===== config.mk =====
export PLATFORM = sky130hd
export DESIGN_NAME = unaligned_load_fixup_top
export DESIGN_NICKNAME = d
export VERILOG_FILES = /design/src/hw/rtl/ulf_pkg.sv /design/src/hw/rtl/ulf_widen.sv /design/src/hw/rtl/unaligned_load_fixup_top.sv
export SDC_FILE = /design/constraint.sdc
export NUM_CORES = 1
export LEC_CHECK = 0
export BUFFER_PORTS_ARGS = -buffer_cell sky130_fd_sc_hd__buf_2
export CORE_UTILIZATION = 28
export CTS_BUF_LIST = sky130_fd_sc_hd__clkbuf_8
export CTS_CLUSTER_SIZE = 16
export DETAILED_ROUTE_END_ITERATION = 8
export PLACE_DENSITY = 0.57
export SYNTH_ARGS = -nofsm -noshare
export SYNTH_HDL_FRONTEND = slang
export SYNTH_SLANG_ARGS = --single-unit

===== constraint.sdc =====
create_clock -name clk -period 5.78 [get_ports clk]
set_input_delay 0.289 -clock clk [delete_from_list [all_inputs] [get_ports clk]]
set_output_delay 0.289 -clock clk [all_outputs]
set_load 0.05 [all_outputs]

===== src/hw/rtl/ulf_pkg.sv =====
// ----------------------------------------------------------------------------
// ulf_pkg
// Shared opcodes, instruction field positions and widths for the unaligned
// load fixup block.
// ----------------------------------------------------------------------------
package ulf_pkg;

	localparam int unsigned OpLsb  = 26;
	localparam int unsigned OpMsb  = 31;
	localparam int unsigned RegLsb = 21;
	localparam int unsigned RegMsb = 25;

	typedef logic [5:0]  opcode_t;
	typedef logic [4:0]  regnum_t;
	typedef logic [31:0] word_t;
	typedef logic [63:0] dword_t;

	localparam opcode_t OP_LDWU = 6'h0c;
	localparam opcode_t OP_LDL  = 6'h28;
	localparam opcode_t OP_LDS  = 6'h22;

	// exponent rebias from single (127) to double (1023)
	localparam logic [10:0] EXP_REBIAS = 11'd896;
	// exponent of a normalised denormal: leading one position plus this
	localparam logic [10:0] EXP_DENORM = 11'd874;

endpackage


===== src/hw/rtl/ulf_widen.sv =====
// ----------------------------------------------------------------------------
// ulf_widen
// Widens an IEEE single to IEEE double bits: denormals are normalised,
// zeros keep their sign, infinities stay infinite and NaNs are quietened.
// ----------------------------------------------------------------------------
module ulf_widen (
	input  ulf_pkg::word_t  single_bits,
	output ulf_pkg::dword_t double_bits
);

	logic        sign;
	logic [7:0]  exp_s;
	logic [22:0] mant;
	logic [4:0]  lead;
	logic [4:0]  lz;
	logic [22:0] norm;
	logic [10:0] exp_d;
	logic [51:0] frac_d;

	assign sign  = single_bits[31];
	assign exp_s = single_bits[30:23];
	assign mant  = single_bits[22:0];

	// position of the leading one in the mantissa
	always_comb begin
		lead = 5'd0;
		for (int i = 0; i < 23; i++) begin
			if (mant[i]) begin
				lead = 5'(i);
			end
		end
	end

	assign lz   = 5'd22 - lead;
	assign norm = mant << lz;

	always_comb begin
		if (exp_s == 8'hff) begin
			exp_d  = 11'h7ff;
			frac_d = {mant, 29'd0};
			if (mant != 23'd0) begin
				frac_d[51] = 1'b1;
			end
		end else if (exp_s == 8'h00) begin
			if (mant == 23'd0) begin
				exp_d  = 11'd0;
				frac_d = 52'd0;
			end else begin
				// drop the hidden one that now sits at the top
				exp_d  = {6'd0, lead} + ulf_pkg::EXP_DENORM;
				frac_d = {norm[21:0], 1'b0, 29'd0};
			end
		end else begin
			exp_d  = {3'd0, exp_s} + ulf_pkg::EXP_REBIAS;
			frac_d = {mant, 29'd0};
		end
	end

	assign double_bits = {sign, exp_d, frac_d};

endmodule


===== src/hw/rtl/unaligned_load_fixup_top.sv =====
// ----------------------------------------------------------------------------
// unaligned_load_fixup_top
// Repairs a big-endian load that trapped on a misaligned address.
// ----------------------------------------------------------------------------
// One result comes out per fault: the input beat is registered, then
// decode, funnel shift and formatting run combinationally into the result
// register. A new fault is taken in every cycle, so busy never
// goes high. Results appear for a single cycle with done high and cannot be
// held off: the receiver must take each one as it comes.
module unaligned_load_fixup_top (
	input  logic             clk,
	input  logic             arst_n,
	input  logic             start,
	output logic             busy,
	input  ulf_pkg::word_t   instruction,
	input  ulf_pkg::dword_t  pc,
	input  ulf_pkg::dword_t  fault_address,
	input  ulf_pkg::word_t   word_first,
	input  ulf_pkg::word_t   word_second,
	output logic             done,
	output ulf_pkg::dword_t  aligned_address,
	output ulf_pkg::regnum_t target_register,
	output logic             to_float_file,
	output ulf_pkg::dword_t  load_value,
	output ulf_pkg::dword_t  next_pc,
	output logic             status
);

	logic             valid_s1;
	ulf_pkg::word_t   insn_s1;
	ulf_pkg::dword_t  pc_s1;
	ulf_pkg::dword_t  fault_s1;
	ulf_pkg::word_t   w0_s1;
	ulf_pkg::word_t   w1_s1;

	logic             valid_s2;
	ulf_pkg::dword_t  addr_s2;
	ulf_pkg::regnum_t reg_s2;
	logic             float_s2;
	ulf_pkg::dword_t  value_s2;
	ulf_pkg::dword_t  npc_s2;
	logic             status_s2;

	ulf_pkg::opcode_t op;
	ulf_pkg::dword_t  ea;
	ulf_pkg::word_t   word;
	ulf_pkg::dword_t  wide;
	ulf_pkg::dword_t  value;
	logic             to_float;
	logic             unknown;

	assign busy = 1'b0;

	always_ff @(posedge clk or negedge arst_n) begin
		if (!arst_n) begin
			valid_s1 <= 1'b0;
			valid_s2 <= 1'b0;
		end else begin
			valid_s1 <= start && !busy;
			valid_s2 <= valid_s1;
		end
	end

	always_ff @(posedge clk) begin
		if (start && !busy) begin
			insn_s1  <= instruction;
			pc_s1    <= pc;
			fault_s1 <= fault_address;
			w0_s1    <= word_first;
			w1_s1    <= word_second;
		end
	end

	assign op = insn_s1[ulf_pkg::OpMsb:ulf_pkg::OpLsb];

	// LDWU addresses the other halfword of the word
	assign ea = (op == ulf_pkg::OP_LDWU) ? (fault_s1 ^ 64'd2) : fault_s1;

	always_comb begin
		case (ea[1:0])
			2'd0:    word = w0_s1;
			2'd1:    word = {w0_s1[23:0], w1_s1[31:24]};
			2'd2:    word = {w0_s1[15:0], w1_s1[31:16]};
			default: word = {w0_s1[7:0], w1_s1[31:8]};
		endcase
	end

	ulf_widen u_widen (
		.single_bits (word),
		.double_bits (wide)
	);

	always_comb begin
		value    = 64'd0;
		to_float = 1'b0;
		unknown  = 1'b0;
		case (op)
			ulf_pkg::OP_LDWU: value = {48'd0, word[31:16]};
			ulf_pkg::OP_LDL:  value = {{32{word[31]}}, word};
			ulf_pkg::OP_LDS: begin
				value    = wide;
				to_float = 1'b1;
			end
			default: unknown = 1'b1;
		endcase
	end

	always_ff @(posedge clk) begin
		if (valid_s1) begin
			addr_s2   <= {ea[63:2], 2'b00};
			reg_s2    <= insn_s1[ulf_pkg::RegMsb:ulf_pkg::RegLsb];
			float_s2  <= to_float;
			value_s2  <= value;
			npc_s2    <= pc_s1 + 64'd4;
			status_s2 <= unknown;
		end
	end

	assign done            = valid_s2;
	assign aligned_address = addr_s2;
	assign target_register = reg_s2;
	assign to_float_file   = float_s2;
	assign load_value      = value_s2;
	assign next_pc         = npc_s2;
	assign status          = status_s2;

endmodule


Word level (Yosys, flattened, before mapping) --
Cells that the tools add are included.
Storage, ports and cells: output and inout bits 201, input bits 227, register bits after elaboration 423
Operators by class: reductions and logical operators 5, shift-type cells 1, add/subtract/negate cells 4, eq/ne operators 6, bitwise logic cells 1, mux-type cells 34
Operators by type and width (number):
- case mux 64 bit (3 select lines) | 1
- 2-to-1 mux 52 bit | 3
- case mux 32 bit (3 select lines) | 1
- adder 64 x 3 -> 64 bit (second input constant) | 1
- 2-to-1 mux 5 bit | 7
- 2-to-1 mux 11 bit | 3
- 2-to-1 mux 4 bit | 8
- zero test 23 bit | 1
- nonzero test 23 bit | 1
- << shifter 23 x 5 -> 22 bit | 1
- == test 6 bit (second input constant) | 2
- 2-to-1 mux 3 bit | 4
- adder 5 x 10 -> 11 bit (second input constant) | 1
- adder 8 x 10 -> 11 bit (second input constant) | 1
- == test 8 bit (second input constant) | 1
- zero test 8 bit | 1
- == test 6 x 4 -> 1 bit (second input constant) | 1
- 2-to-1 mux 2 bit | 3
- subtractor 5 bit (first input constant) | 1
- 2-to-1 mux 1 bit | 4
- OR reduction 3 bit | 1
- == test 2 x 1 -> 1 bit (second input constant) | 1
- == test 2 bit (second input constant) | 1
- zero test 2 bit | 1
- NOT 1 bit | 1

Logic depth before layout (Yosys ltp) --
depth in word-level cells 32, gate-level depth with buffers 24, depth with buffers taken out 18

Modules after synthesis --
A second synthesis with hierarchy kept.
Second synthesis, totals: cells, all modules 1322, area, all modules 18154.9 um^2
By module, submodules not included:
- unaligned_load_fixup_top | cells each 931, times used 1, seq. area each 11821.3 um^2, area an instance 15658.8 um^2
- ulf_widen | cells each 391, times used 1, seq. area each 0.0 um^2, area an instance 2496.1 um^2

Worst setup path after synthesis --
OpenSTA, ideal clock, no wires.
path type reg-to-reg, from reg insn_s1[26], to reg value_s2[41] (netlist: load_value[41]), data pin, path slack 0.356 ns, stages on the path, launching flop included 21, data arrival time 5.155 ns, required time 5.511 ns, library setup time 0.269 ns, path buffers 4, cells stage by stage edfxtp_1 nor4b_4 clkbuf_1 a21oi_1 nor2_1 buf_2 mux2_2 o21a_1 nor4_1 nor4_1 o311ai_0 nand2_1 ha_1 clkbuf_1 and4_1 mux2_2 a2111oi_4 buf_2 mux4_2 a211oi_1 o21ai_1
Between the ends: word-level cells in the longest chain between the ends 32, elaborated cells between the ends (all ways) 39
Ends and longest elaborated chain:
- start: declaration | RTL line unaligned_load_fixup_top.sv:30 | ulf_pkg::word_t insn_s1;
- start signal: assignment | RTL line unaligned_load_fixup_top.sv:66 | insn_s1 <= instruction;
- == test 6 x 4 -> 1 bit | RTL line unaligned_load_fixup_top.sv:77, unaligned_load_fixup_top.sv:97
- 2-to-1 mux 2 bit | RTL line unaligned_load_fixup_top.sv:77 | assign ea = (op == ulf_pkg::OP_LDWU) ? (fault_s1 ^ 64'd2) : fault_s1;
- == test 2 bit, or another cell as far along | RTL line unaligned_load_fixup_top.sv:80 | case (ea[1:0])
- case mux 32 bit (3 select lines) | RTL line unaligned_load_fixup_top.sv:80
- 2-to-1 mux 1 bit | RTL line ulf_widen.sv:28 | if (mant[i]) begin
- 2-to-1 mux 2 bit (2 in series) | RTL line ulf_widen.sv:28
- 2-to-1 mux 3 bit (4 in series) | RTL line ulf_widen.sv:28
- 2-to-1 mux 4 bit (8 in series) | RTL line ulf_widen.sv:28
- 2-to-1 mux 5 bit (7 in series) | RTL line ulf_widen.sv:28
- subtractor 5 bit | RTL line ulf_widen.sv:34 | assign lz = 5'd22 - lead;
- << shifter 23 x 5 -> 22 bit | RTL line ulf_widen.sv:35 | assign norm = mant << lz;
- 2-to-1 mux 52 bit | RTL line ulf_widen.sv:45 | if (mant == 23'd0) begin
- 2-to-1 mux 52 bit | RTL line ulf_widen.sv:44 | end else if (exp_s == 8'h00) begin
- 2-to-1 mux 52 bit | RTL line ulf_widen.sv:38 | if (exp_s == 8'hff) begin
- case mux 64 bit (3 select lines) * | RTL line unaligned_load_fixup_top.sv:97 | case (op)
- net value[41] | RTL line unaligned_load_fixup_top.sv:48 | ulf_pkg::dword_t value;
- end signal: assignment | RTL line unaligned_load_fixup_top.sv:113 | value_s2 <= value;
- end: declaration | RTL line unaligned_load_fixup_top.sv:40 | ulf_pkg::dword_t value_s2;
Mark *: on every way through the listed nets, which the timed path passes. The rest lies on a longest branch. A chain may end at the register's enable or synchronous reset.

Worst setup path after layout --
from reg insn_s1[26], to reg value_s2[46] (netlist: load_value[46]), data pin
Same word-level chain as after synthesis.

==> flow_metrics.py <==
metrics = {
    "outcome": {
        "status": "complete, no violations",
    },
    "cells_and_area": {
        "final_common_cell": "buf_2",
        "final_cell_mix": "buf_2, edfxtp_1, dlygate4sd3_1, nand2_1, nor2_1",
        "area.sequential_um2": 11800,
        "layout-drive-gt1-share": 0.330,
        "syn_to_final_growth_pct": 37.9,
        "nNetsFinal": 2168,
        "n_fill_cell": 6045,
        "final_core_util": 0.392,
        "final_area_um2": 24800,
        "multi_input_area_um2": 5770,
    },
    "sta": {
        "finalCritPeriodShare": 0.945,
        "drv_slew": 0,
        "slew_headroom": 0.317,
        "fmax_mhz": 183,
        "post-route-min-period_ns": 5.46,
        "tns_ns": 0,
        "rsz0062_at_grt": "false",
        "setup_viol": 0,
        "worst_slew_pin_slew_ns": 1.02,
        "finClkSkew_ns": 0.0551,
        "finalHoldViolCount": 0,
    },
    "placed_design": {
        "io_buffers": 395,
        "post-dp-hpwl_mm": 44.3,
        "place.gp.congestion": 0.917,
        "place_area_um2": 21300,
    },
    "synthesis": {
        "syn_area_um2": 17900,
        "synth_flop_cell": "edfxtp_1",
        "ys_types": 93,
        "yosys_register_bits": 393,
        "syn_avg_cell_area_um2": 14.2,
        "yosysSeqAreaShare": 0.657,
        "syn_inst": 1265,
        "synth_edf_count": 391,
        "synthArstFlopShare": 0.00509,
        "ys_warn_count": 0,
    },
    "clock_network": {
        "insertion_delay_ns": 0.67,
        "cts_tree": "yes",
        "cts_sinks": 393,
        "root_buffer": "clkbuf_8",
        "htree_levels": 3,
        "clkTransAtPathRegs_ns": 0.06,
        "numCtsBuffers": 72,
        "clk_path_buf_depth": 3,
    },
    "setup_path": {
        "critPathKind": "reg -> reg",
        "critPathLaunchType": "register",
        "critPathMaxFanout": 23,
        "crit_path_end_kind": "register",
        "critPathArrivalTime_ns": 5.85,
        "critical_path_required_ns": 6.17,
    },
    "grt": {
        "grt_pass1_vias": 14169,
        "grt_pass1_wl_mm": 88.6,
        "antenna_found_initial": 12,
        "global_route.overflow_total": 0,
        "grt_start_max_net_pins": 113,
        "track_usage": 0.183,
    },
    "power_and_ir_drop": {
        "p_leak_nw": 9.49,
        "ir_drop_uv": 207,
        "total_power_mw": 8.51,
        "pwr_density_cell_nw_per_um2": 344,
    },
    "floorplan": {
        "die_y_um": 255,
        "ios": 428,
        "start_util": 0.284,
        "die_area_um2": 65100,
        "die_w_um": 255,
        "rows": 92,
        "core_region_area_um2": 63200,
    },
    "route": {
        "drtAntennaViolNets": 0,
        "drtPass1Iterations": 5,
        "drt_iter0_markers": 1098,
        "vias": 13864,
        "post_drt_wl_per_cell_um": 21.4,
        "wl_mm": 60.9,
        "via_per_inst": 4.86,
        "drcViolationCount": 0,
    },
    "job": {
        "cap_viol_max_count": 0,
    },
    "worst_hold_path": {
        "hp-class": "in -> reg",
    },
}
==> area by class of cell <==
class / instances / area share
multi-input combinational: 789 / 0.233
clock inverter: 62 / 0.0198
timing repair buffer: 668 / 0.185
antenna: 8 / 0.000809
sequential: 393 / 0.476
clock buffer: 72 / 0.0400
tap: 846 / 0.0428
inverter: 14 / 0.00212
==> per-layer routing <==
metal  GRT usage  part of all wire  vias up
li1            -                 -     6363
met1       0.220              0.40     6771
met2       0.311              0.49      605
met3      0.0547             0.081      117
met4      0.0643             0.026        8
met5           0           0.00080        -
==> report_power, final <==
group          internal (mW)  switching, mW
combinational          0.793           1.44
sequential              3.40          0.141
clock                   1.44           1.30
==> kinds of logic after synthesis <==
family          Yosys count  share of synthesized area
buf+inv                  85                     0.0220
compound gates          250                     0.0982
xor+xnor                 61                     0.0298
flops                   393                      0.657
other cells               1                   0.000209
fa+ha+maj                 3                    0.00209
mux                      97                     0.0798
simple gates            375                      0.111
==> Yosys cell counts, types with 16 or more instances <==
master	instances	area (µm²)
clkbuf_1	37	139
a211oi_1	16	120
edfxtp_1	391	11700
and2_1	19	119
a21oi_1	45	225
o21ai_0	51	255
nor2_1	75	282
buf_2	21	105
xnor2_1	45	394
xor2_1	16	140
mux4_2	35	788
nand3_1	45	225
nand2_1	83	312
nor3_1	41	205
mux2i_1	49	490
o22ai_1	16	100
and3_1	19	119
==> path summary, 6_finish.rpt <==
kind,startpoint,endpoint,slack (ns),cells past startpoint
setup reg to reg,insn_s1[26],load_value[46],0.32,17
setup / recovery,insn_s1[26],load_value[46],0.32,17
hold reg to reg,fault_s1[12],aligned_address[12],0.41,0
max in group asynchronous,arst_n,valid_s1,5.14,3
min in group asynchronous,arst_n,valid_s1,0.50,3
hold / removal,start,fault_s1[45],0.28,1
==> what timing repair did <==
action	in CTS	in global routing
gates resized for setup	0	2
endpoints found under the hold margin	197	0
hold buffers	197	0
endpoints found under the setup margin	0	7
buffers inserted	0	0
==> stage by stage <==
stage          setup WS [ns]  cells  hold slack [ns]
4_1_cts                0.105   2844            0.247
3_3_place_gp           0.213   2513           0.0760
5_1_grt                0.140   2851            0.267
2_1_floorplan          0.356   1267         -0.00659
3_5_place_dp           0.100   2513           0.0783
6_report               0.319   2852            0.281
==> worst max-delay path, cell delays in order, from the launching register on <==
cell	delay (ns)
edfxtp_1	0.46
or4b_4	0.67
nor3_2	0.31
nor2_1	0.16
mux2_2	0.37
o21a_1	0.20
nor4_1	0.25
nor4_1	0.10
o311ai_1	0.36
nand2_1	0.13
ha_1	0.25
and4_1	0.17
mux2_2	0.30
a2111oi_4	0.40
buf_12	0.22
mux2_2	0.39
a221oi_1	0.33
o21ai_1	0.13
==> state kept, by name, summed over array words and instances (netlist names) <==
name and count:
status 1, aligned_address 62, fault_s1 64, w1_s1 24, next_pc 64, target_register 5
insn_s1 11, w0_s1 32, load_value 63, done 1, pc_s1 64, valid_s1 1
to_float_file 1
Power figures use the tool's default switching activity.
